### src/spq_pkg.sv
// Shared types, codes and sizes for the sorted priority queue.
`timescale 1ns / 1ps

package spq_pkg;

	localparam int CAPACITY = 16;
	localparam int CNT_W    = $clog2(CAPACITY + 1);
	localparam int DATA_W   = 32;
	localparam int HELD_W   = 5;

	localparam logic [1:0] CMD_ENQ  = 2'd0;
	localparam logic [1:0] CMD_DEQ  = 2'd1;
	localparam logic [1:0] CMD_PEEK = 2'd2;

	localparam logic [1:0] ST_OK    = 2'd0;
	localparam logic [1:0] ST_EMPTY = 2'd1;
	localparam logic [1:0] ST_FULL  = 2'd2;

	// controller -> datapath
	typedef struct packed {
		logic       insert;
		logic       remove;
		logic       capture;
		logic       show_head;
		logic [1:0] status;
	} spq_cmd_t;

	// datapath -> controller
	typedef struct packed {
		logic empty;
		logic full;
	} spq_stat_t;

	// count reported modulo 32
	function automatic logic [HELD_W-1:0] to_held(input logic [CNT_W-1:0] count);
		logic [CNT_W+HELD_W-1:0] wide;
		wide = {{HELD_W{1'b0}}, count};
		return wide[HELD_W-1:0];
	endfunction

endpackage

### src/spq_ctrl.sv
// Controller: handshake, command decode and result hold state.
`timescale 1ns / 1ps

module spq_ctrl
	import spq_pkg::*;
(
	input  logic       clk,
	input  logic       arst_n,
	input  logic       in_valid,
	output logic       in_ready,
	input  logic [1:0] cmd,
	output logic       out_valid,
	input  logic       out_ready,
	input  spq_stat_t  stat,
	output spq_cmd_t   ctl
);

	localparam logic ST_IDLE = 1'b0;
	localparam logic ST_HOLD = 1'b1;

	logic state_q;
	logic state_d;
	logic accept;

	assign in_ready  = (state_q == ST_IDLE) || out_ready;
	assign accept    = in_valid && in_ready;
	assign out_valid = (state_q == ST_HOLD);

	always_comb begin
		state_d = state_q;
		unique case (state_q)
			ST_IDLE: begin
				if (accept) state_d = ST_HOLD;
			end
			ST_HOLD: begin
				if (out_ready && !accept) state_d = ST_IDLE;
			end
			default: state_d = ST_IDLE;
		endcase
	end

	always_ff @(posedge clk or negedge arst_n) begin
		if (!arst_n) begin
			state_q <= ST_IDLE;
		end else begin
			state_q <= state_d;
		end
	end

	always_comb begin
		ctl = '0;
		ctl.capture = accept;
		ctl.status  = ST_OK;
		unique case (cmd)
			CMD_ENQ: begin
				if (stat.full) ctl.status = ST_FULL;
				else           ctl.insert = accept;
			end
			CMD_DEQ: begin
				if (stat.empty) begin
					ctl.status = ST_EMPTY;
				end else begin
					ctl.remove    = accept;
					ctl.show_head = 1'b1;
				end
			end
			CMD_PEEK: begin
				if (stat.empty) ctl.status = ST_EMPTY;
				else            ctl.show_head = 1'b1;
			end
			default: ctl.status = ST_OK;
		endcase
	end

endmodule

### src/spq_datapath.sv
// Datapath: sorted shift array of slots, fill count and result register.
`timescale 1ns / 1ps

module spq_datapath
	import spq_pkg::*;
(
	input  logic                     clk,
	input  logic                     arst_n,
	input  spq_cmd_t                 ctl,
	output spq_stat_t                stat,
	input  logic signed [DATA_W-1:0] item_value,
	input  logic signed [DATA_W-1:0] item_priority,
	output logic        [1:0]        status,
	output logic signed [DATA_W-1:0] head_value,
	output logic signed [DATA_W-1:0] head_priority,
	output logic        [HELD_W-1:0] entries_held
);

	logic signed [DATA_W-1:0] val_q [CAPACITY];
	logic signed [DATA_W-1:0] pri_q [CAPACITY];
	logic        [CNT_W-1:0]  fill_q;
	logic        [CNT_W-1:0]  fill_d;
	logic        [CAPACITY-1:0] gt;

	assign stat.empty = (fill_q == '0);
	assign stat.full  = (fill_q == CNT_W'(CAPACITY));

	always_comb begin
		if (ctl.insert)      fill_d = fill_q + 1'b1;
		else if (ctl.remove) fill_d = fill_q - 1'b1;
		else                 fill_d = fill_q;
	end

	// gt is a thermometer: slots behind the insert point rank strictly after the new item
	genvar i;
	generate
		for (i = 0; i < CAPACITY; i++) begin : g_slot
			logic ins_here;
			logic shift_in;
			assign gt[i] = (CNT_W'(i) < fill_q) && (pri_q[i] > item_priority);
			if (i == 0) begin : g_front
				assign shift_in = 1'b0;
				assign ins_here = gt[i] || (fill_q == '0);
			end else begin : g_rest
				assign shift_in = gt[i-1];
				assign ins_here = !gt[i-1] && (gt[i] || (fill_q == CNT_W'(i)));
			end

			always_ff @(posedge clk) begin
				if (ctl.insert) begin
					if (shift_in) begin
						val_q[i] <= val_q[i-((i > 0) ? 1 : 0)];
						pri_q[i] <= pri_q[i-((i > 0) ? 1 : 0)];
					end else if (ins_here) begin
						val_q[i] <= item_value;
						pri_q[i] <= item_priority;
					end
				end else if (ctl.remove && (i < CAPACITY - 1)) begin
					val_q[i] <= val_q[i+((i < CAPACITY - 1) ? 1 : 0)];
					pri_q[i] <= pri_q[i+((i < CAPACITY - 1) ? 1 : 0)];
				end
			end
		end
	endgenerate

	always_ff @(posedge clk or negedge arst_n) begin
		if (!arst_n) begin
			fill_q <= '0;
		end else begin
			fill_q <= fill_d;
		end
	end

	always_ff @(posedge clk) begin
		if (ctl.capture) begin
			status        <= ctl.status;
			head_value    <= ctl.show_head ? val_q[0] : '0;
			head_priority <= ctl.show_head ? pri_q[0] : '0;
			entries_held  <= to_held(fill_d);
		end
	end

	a_count_bound: assert property (@(posedge clk) disable iff (!arst_n)
		fill_q <= CNT_W'(CAPACITY))
		else $error("fill count above capacity");

	a_one_op: assert property (@(posedge clk) disable iff (!arst_n)
		!(ctl.insert && ctl.remove))
		else $error("insert and remove in one cycle");

	a_insert_grows: assert property (@(posedge clk) disable iff (!arst_n)
		ctl.insert |=> fill_q == CNT_W'($past(fill_q) + 1'b1))
		else $error("insert did not grow the count");

	a_full_no_insert: assert property (@(posedge clk) disable iff (!arst_n)
		stat.full |-> !ctl.insert)
		else $error("insert into a full queue");

endmodule

### src/sorted_priority_queue_core.sv
// Top level of the sorted priority queue: stream ports, controller and datapath.
`timescale 1ns / 1ps
//
// Bounded, stable min-first priority queue held as a sorted shift array.
// Input channel s_axis_*: one transaction is one command (enqueue, dequeue
// front, peek front) with its data word and signed priority. Output channel
// m_axis_*: one transaction per command with status (ok, empty, full), the
// front entry's data and priority on a good dequeue or peek (zero otherwise)
// and the entry count after the command.
// Latency: the result is registered and appears the cycle after the command
// transaction. Throughput: one command per cycle while the receiver takes
// each result; every slot compares its priority with the new one in parallel
// and the whole array shifts in that same cycle, which sets the rate.
// Equal priorities queue behind one another, so arrival order is kept.
// Enqueue on a full queue is reported and dropped.
// Reset (arst_n low) empties the queue at once; slot contents are not
// cleared, since only slots below the count are ever read.
// Receiver stall: the result holds on m_axis_tdata; a new command is only
// taken in a cycle in which the waiting result leaves, so one result at most
// is ever pending.
//
module sorted_priority_queue_core
	import spq_pkg::*;
(
	input  logic        clk,
	input  logic        arst_n,
	input  logic        s_axis_tvalid,
	output logic        s_axis_tready,
	// [1:0] cmd, [33:2] item_value, [65:34] item_priority, [71:66] zero
	input  logic [71:0] s_axis_tdata,
	output logic        m_axis_tvalid,
	input  logic        m_axis_tready,
	// [1:0] status, [33:2] head_value, [65:34] head_priority,
	// [70:66] entries_held, [71] zero
	output logic [71:0] m_axis_tdata
);

	spq_cmd_t  ctl;
	spq_stat_t stat;

	logic        [1:0]        res_status;
	logic signed [DATA_W-1:0] res_value;
	logic signed [DATA_W-1:0] res_priority;
	logic        [HELD_W-1:0] res_held;

	// decode, handshake and result hold
	spq_ctrl u_ctrl (
		.clk       (clk),
		.arst_n    (arst_n),
		.in_valid  (s_axis_tvalid),
		.in_ready  (s_axis_tready),
		.cmd       (s_axis_tdata[1:0]),
		.out_valid (m_axis_tvalid),
		.out_ready (m_axis_tready),
		.stat      (stat),
		.ctl       (ctl)
	);

	// slots, count and result register
	spq_datapath u_dp (
		.clk           (clk),
		.arst_n        (arst_n),
		.ctl           (ctl),
		.stat          (stat),
		.item_value    ($signed(s_axis_tdata[33:2])),
		.item_priority ($signed(s_axis_tdata[65:34])),
		.status        (res_status),
		.head_value    (res_value),
		.head_priority (res_priority),
		.entries_held  (res_held)
	);

	assign m_axis_tdata = {1'b0, res_held, res_priority, res_value, res_status};

endmodule
### config.mk
export PLATFORM = sky130hd
export DESIGN_NAME = sorted_priority_queue_core
export DESIGN_NICKNAME = d
export VERILOG_FILES = /design/src/spq_pkg.sv /design/src/spq_ctrl.sv /design/src/spq_datapath.sv /design/src/sorted_priority_queue_core.sv
export SDC_FILE = /design/constraint.sdc
export NUM_CORES = 2
export LEC_CHECK = 0
export ABC_AREA = 1
export BUFFER_PORTS_ARGS = -buffer_cell sky130_fd_sc_hd__buf_2
export CAP_MARGIN = 20
export CELL_PAD_IN_SITES_DETAIL_PLACEMENT = 0
export CELL_PAD_IN_SITES_GLOBAL_PLACEMENT = 1
export CORE_UTILIZATION = 25
export DETAILED_ROUTE_END_ITERATION = 10
export GPL_TIMING_DRIVEN = 0
export PLACE_DENSITY = 0.53
export SLEW_MARGIN = 20
export SYNTH_ARGS = -nofsm -noshare
export SYNTH_HDL_FRONTEND = slang
export SYNTH_SLANG_ARGS = --single-unit
### constraint.sdc
create_clock -name clk -period 8.15 [get_ports clk]
set_clock_uncertainty 0.15 [all_clocks]
set_input_delay 0.4075 -clock clk [delete_from_list [all_inputs] [get_ports clk]]
set_output_delay 0.4075 -clock clk [all_outputs]
set_load 0.1 [all_outputs]
Word-level counts from Yosys, hierarchy flattened:

Memories as Yosys holds them, arrays and structs flattened.
Index checks and enable logic that the tools add are counted.

* add/sub/neg operators: 2
* $lt $le $gt $ge: 32
* eq/ne operators: 18
* muxes and demuxes: 185
* bitwise gates (word level): 61
* reduce and logical (&&, ||, !) cells: 69

Operator list (count)
* 32-bit 2-to-1 mux: 60
* 32-bit > comparator: 16
* 1-bit 2-to-1 mux: 120
* 1-bit OR: 60
* 5-bit by 4-bit == test with 1-bit output (second input constant): 8
* 4-bit by 5-bit < comparator with 1-bit output (first input constant): 8
* 1-bit logical AND: 33
* 5-bit by 3-bit == test with 1-bit output (second input constant): 4
* 3-bit by 5-bit < comparator with 1-bit output (first input constant): 4
* 1-bit logical OR: 17
* 1-bit logical NOT: 16
* 5-bit by 2-bit == test with 1-bit output (second input constant): 2
* 1-bit by 5-bit < comparator with 1-bit output (first input constant): 2
* 2-bit by 5-bit < comparator with 1-bit output (first input constant): 2
* 5-bit 2-to-1 mux: 2
* 5-bit by 1-bit adder with 5-bit output (second input constant): 1
* 5-bit by 1-bit == test with 1-bit output (second input constant): 1
* 5-bit == test (second input constant): 1
* 5-bit logical NOT: 1
* 5-bit by 1-bit subtractor with 5-bit output (second input constant): 1
* 2-bit one-hot mux with 2 select lines: 1
* 2-bit by 1-bit == test with 1-bit output (second input constant): 1
* 2-bit == test (second input constant): 1
* 2-bit logical NOT: 1
* 4 further kinds: 4

* bits in registers: 77
* bits in writable memories: 1024
* bits of input ports: 76
* logic and storage cells: 375
* memories kept: 2

Memories
* u_dp.pri_q: words 16, width 32, rd ports 16, clocked after memory_dff 0, write ports 16, line spq_datapath.sv:20 `logic signed [DATA_W-1:0] pri_q [CAPACITY];`
* u_dp.val_q: words 16, width 32, rd ports 16, clocked after memory_dff 0, write ports 16, line spq_datapath.sv:19 `logic signed [DATA_W-1:0] val_q [CAPACITY];`

Logic depth before layout (Yosys ltp):

An unclocked memory read counts as a cell.

* word-level depth: 11
* depth in mapped cells: 23
* depth with buffers taken out: 21

Hierarchy:

A second synthesis with hierarchy kept.

* cell total of the unflattened synthesis: 9316
* area total of the unflattened synthesis: 72582.1 µm²

By module, submodules not included
* spq_datapath: instances 1, cells an instance 9290, area an instance 72423.2 µm², sequential area each 33006.7 µm²
* spq_ctrl: instances 1, cells an instance 24, area an instance 147.6 µm², sequential area each 25.0 µm²
* sorted_priority_queue_core: instances 1, cells an instance 2, area an instance 11.3 µm², sequential area each 0.0 µm²

Worst setup path after synthesis:

No wires, ideal clock.

* path kind: register to register
* start point: register u_ctrl.state_q, in the netlist u_ctrl.out_valid
* end point: memory u_dp.pri_q[15][0], in the netlist u_dp.pri_q[1][224], enable pin
* arrival time: 7.025 ns
* path slack: 0.400 ns
* cell stages (with the launch flop): 8
* period minus slack after synthesis: 7.750 ns
* cells stage by stage: dfrtp_1 nand2_1 nand2_1 nor2_4 inv_2 buf_4 clkbuf_1 o21ai_0

RTL lines
* start: declaration: line spq_ctrl.sv:21 `logic state_q;`
* start signal: assignment: line spq_ctrl.sv:46 `state_q <= state_d;`
* end: declaration: line spq_datapath.sv:20

==> metrics.csv <==
metric,value,unit
status,finished clean,
Total GRT Usage,19.83,%
Reg-to-Reg End,u_dp.val_q[1][82],
Worst Path Buf+Inv,11,
RSZ-0062 raised after global routing,no,
DP Wirelength,248800,um
CP top delay family,buffers and inverters,
switching component of the power,7.381,mW
crit path cell chain,clkinv_1 > ha_1 > nand3_1 > nand2_1 > nor2_4 > nor2_4 > inv_2 > buf_2 > buf_2 > buf_2 > o211ai_1 > buf_4 > buf_4 > buf_4 > buf_4 > buf_4 > buf_4,
final hold violation count,0,
CTS buffer count,153,
Die Area,294300,sq um
Max VDD drop,0.1331,mV
I/O Buffers,142,
global route overflow,0,
min Tclk post-route,5.938,ns
Pins Over Slew Limit,0,
clk slew on worst S/H paths,0.06,ns
Crit path largest cell delay,0.66,ns
Die H,542.5,um
Worst Max-Slew Pin Slew,1.189,ns
fmax,168.4,MHz
Register-to-Register Path Depth,17,
max cap viols,0,
CP Class,flop to flop,
CP required,8.60,ns
Post-DRT Antenna Nets,0,
ys async rst share,0.5450,%
final worst-path cycle share,72.86,%
Pre-antenna DRT Iters,5,
share of cells above drive strength 1,9.735,%
Layout area overhead,17.27,%
slowest CP cell,buf_2,
CTS tree,done,
leak pwr,40.31,nW
first-pass GRT wire length,427400,um
hold slack,0.07533,ns
synthesized cell area,73030,sq um
core area,290800,sq um
width of the chip,542.5,um
Crit Path Max Fanout,10,
via count,62560,
vias in the first global route,62910,
internal power,12.45,mW
Clk pwr share,31.8,%
"commonest non-fill, non-tap cell in the layout",nand2_1,
deepest clock path buffer count,4,
CTS root buf,clkbuf_16,
Max-slew headroom,20.76,%
Worst R2R Setup Slack,2.21,ns
syn_nets,9921,
Synth Flop Type,edfxtp_1,
average wire per standard cell,21.45,um
count of nets after finishing,10440,
"Clk Latency, worst-skew pair",0.84,ns
Tot Pwr,19.83,mW
worst min path class,primary input to flop,
cells after synthesis,9325,
Seq cells post-synth,1101,
Mean Syn Cell Area,7.832,sq um
drt first-iter violations,5217,
RR Startpoint,u_dp.fill_q[1],
antenna violations before repair,23,
aggregate routed wire length,297200,um
# setup viols final,0,
Worst EP arrival,6.39,ns
Critical Path Sink Type,flop,
CP Launch Point,u_dp.fill_q[1],
Post-synth EDFFs,1095,
GPL Wtd Cong,0.8716,
Worst setup SP type,flop,
register area share after synthesis,45.23,%
crit path capture,u_dp.val_q[1][82],
Rows,198,
Initial Util,25.11,%
CP most frequent cell,buf_4,
pwr/cell area,231.6,nW/um^2
# IOs,150,
CTS H-tree lvls,4,
PostCTS Resize Cnt,0,
Logic pwr share,29.9,%
DRC violations left,0,
"Distinct cells, synth",44,
most frequent cells in the layout,"nand2_1, nand3_1, edfxtp_1, inv_1, ha_1",
CP Depth,17,
sequential power share,38.3,%
vias per cell,4.516,
CTS Sinks,1101,
YS warnings,0,
switch share,37.21,%
pin count of the biggest net entering global routing,55,
==> stage by stage <==
stage	setup TNS (ns)	std cells	util (%)	instance area (sq um)	setup slack (ns)
after floorplan	0	9325	-	73030	0.4004
after global placement	-1787.89	13370	27.03	78620	-5.141
after detailed placement	0	13520	27.67	80470	2.188
after CTS	0	13840	29.44	85620	2.205
after global routing	0	13840	29.44	85630	2.014
final	0	13850	29.45	85650	2.212
==> worst min-delay path: stages <==
cell,delay (ns)
buf_2,0.12
inv_1,0.05
ha_1,0.15
nor3b_1,0.18
==> kinds of logic (layout without fill, tap and decap cells) <==
family | count (synthesis) | count (layout) | share of synthesized area [%]
buf+inv | 1654 | 2272 | 9.966
compound gates | 501 | 501 | 3.704
fa+ha+maj | 520 | 520 | 8.909
xor+xnor | 4 | 4 | 0.04796
other cells | 1 | 9 | 0.005135
flops | 1101 | 1101 | 45.23
simple gates | 5544 | 5544 | 32.14
==> flip-flops by register name, summed over array words and instances, names as in the netlist <==
register,cells
u_dp.pri_q,512
u_dp.val_q,512
u_dp.head_priority,32
u_dp.head_value,32
u_dp.entries_held,5
u_dp.fill_q,5
u_dp.status,2
u_ctrl.out_valid,1
==> metal layers <==
metal | vias to the layer above | track usage [%] | wire (um)
li1 | 31850 | - | -
met1 | 28840 | 28.41 | 144300
met2 | 1568 | 31.25 | 130200
met3 | 304 | 2.597 | 15680
met4 | 2 | 4.943 | 7021
met5 | - | 0 | 10
==> power by group through the flow <==
stage	Clock, mW	Sequential [mW]	Combinational, mW
5_1_grt	6.67	7.66	6.57
3_3_place_gp	0	7.85	5.64
6_report	6.31	7.60	5.93
3_5_place_dp	0	7.71	5.94
4_1_cts	6.51	7.59	5.98
2_1_floorplan	0	7.93	3.45
==> worst min-delay path by stage <==
stage | startpoint | end | slack, ns | cells past startpoint
after floorplan | arst_n | u_ctrl.out_valid | -0.04 | 0
after global placement | arst_n | u_ctrl.out_valid | 0.15 | 1
after detailed placement | arst_n | u_ctrl.out_valid | 0.15 | 1
after CTS | s_axis_tdata[0] | u_dp.status[1] | 0.02 | 4
after global routing | s_axis_tdata[0] | u_dp.status[1] | 0.10 | 4
final | s_axis_tdata[0] | u_dp.status[1] | 0.08 | 4
==> timing repair <==
action / CTS / global route
hold buffers: 69 / 0
endpoints found under the hold margin: 71 / 0
buffers inserted: 0 / 0
==> synthesized netlist by cell type (2+ instances only) <==
cell / instances / share of area [%]
nand2_1: 3385 / 17
nand3_1: 1795 / 12
edfxtp_1: 1095 / 45
inv_1: 1040 / 5.3
ha_1: 520 / 8.9
buf_2: 293 / 2.0
a21oi_1: 243 / 1.7
nor2_1: 202 / 1.0
o21ai_0: 168 / 1.2
clkbuf_1: 165 / 0.85
nand4_1: 108 / 0.93
buf_4: 75 / 0.77
buf_6: 56 / 0.86
o21a_1: 27 / 0.28
nor3_1: 23 / 0.16
a21o_1: 17 / 0.17
buf_1: 15 / 0.077
o21ai_1: 15 / 0.10
o211ai_1: 13 / 0.13
and3_1: 10 / 0.086
inv_2: 8 / 0.041
nor3b_1: 7 / 0.072
dfrtp_1: 6 / 0.21
nor2_2: 5 / 0.043
o21bai_1: 4 / 0.041
xor2_1: 4 / 0.048
a41oi_1: 3 / 0.036
nor2_4: 3 / 0.046
a21boi_0: 2 / 0.021
a31oi_1: 2 / 0.017
nor3b_2: 2 / 0.034
o22ai_1: 2 / 0.017
==> area by class of cell <==
| type | instances | area [sq um] |
|---|---|---|
| inverters | 1049 | 3940 |
| clock buffers | 197 | 4076 |
| clock inverters | 58 | 381.6 |
| fillers | 31890 | 205200 |
| multi-input cells | 6570 | 32770 |
| diodes | 8 | 20.02 |
| repair buffers | 363 | 3167 |
| plain buffers | 605 | 3386 |
| well taps | 3900 | 4880 |
| flip-flops and latches | 1101 | 33030 |
Power figures use the tool's default switching activity.
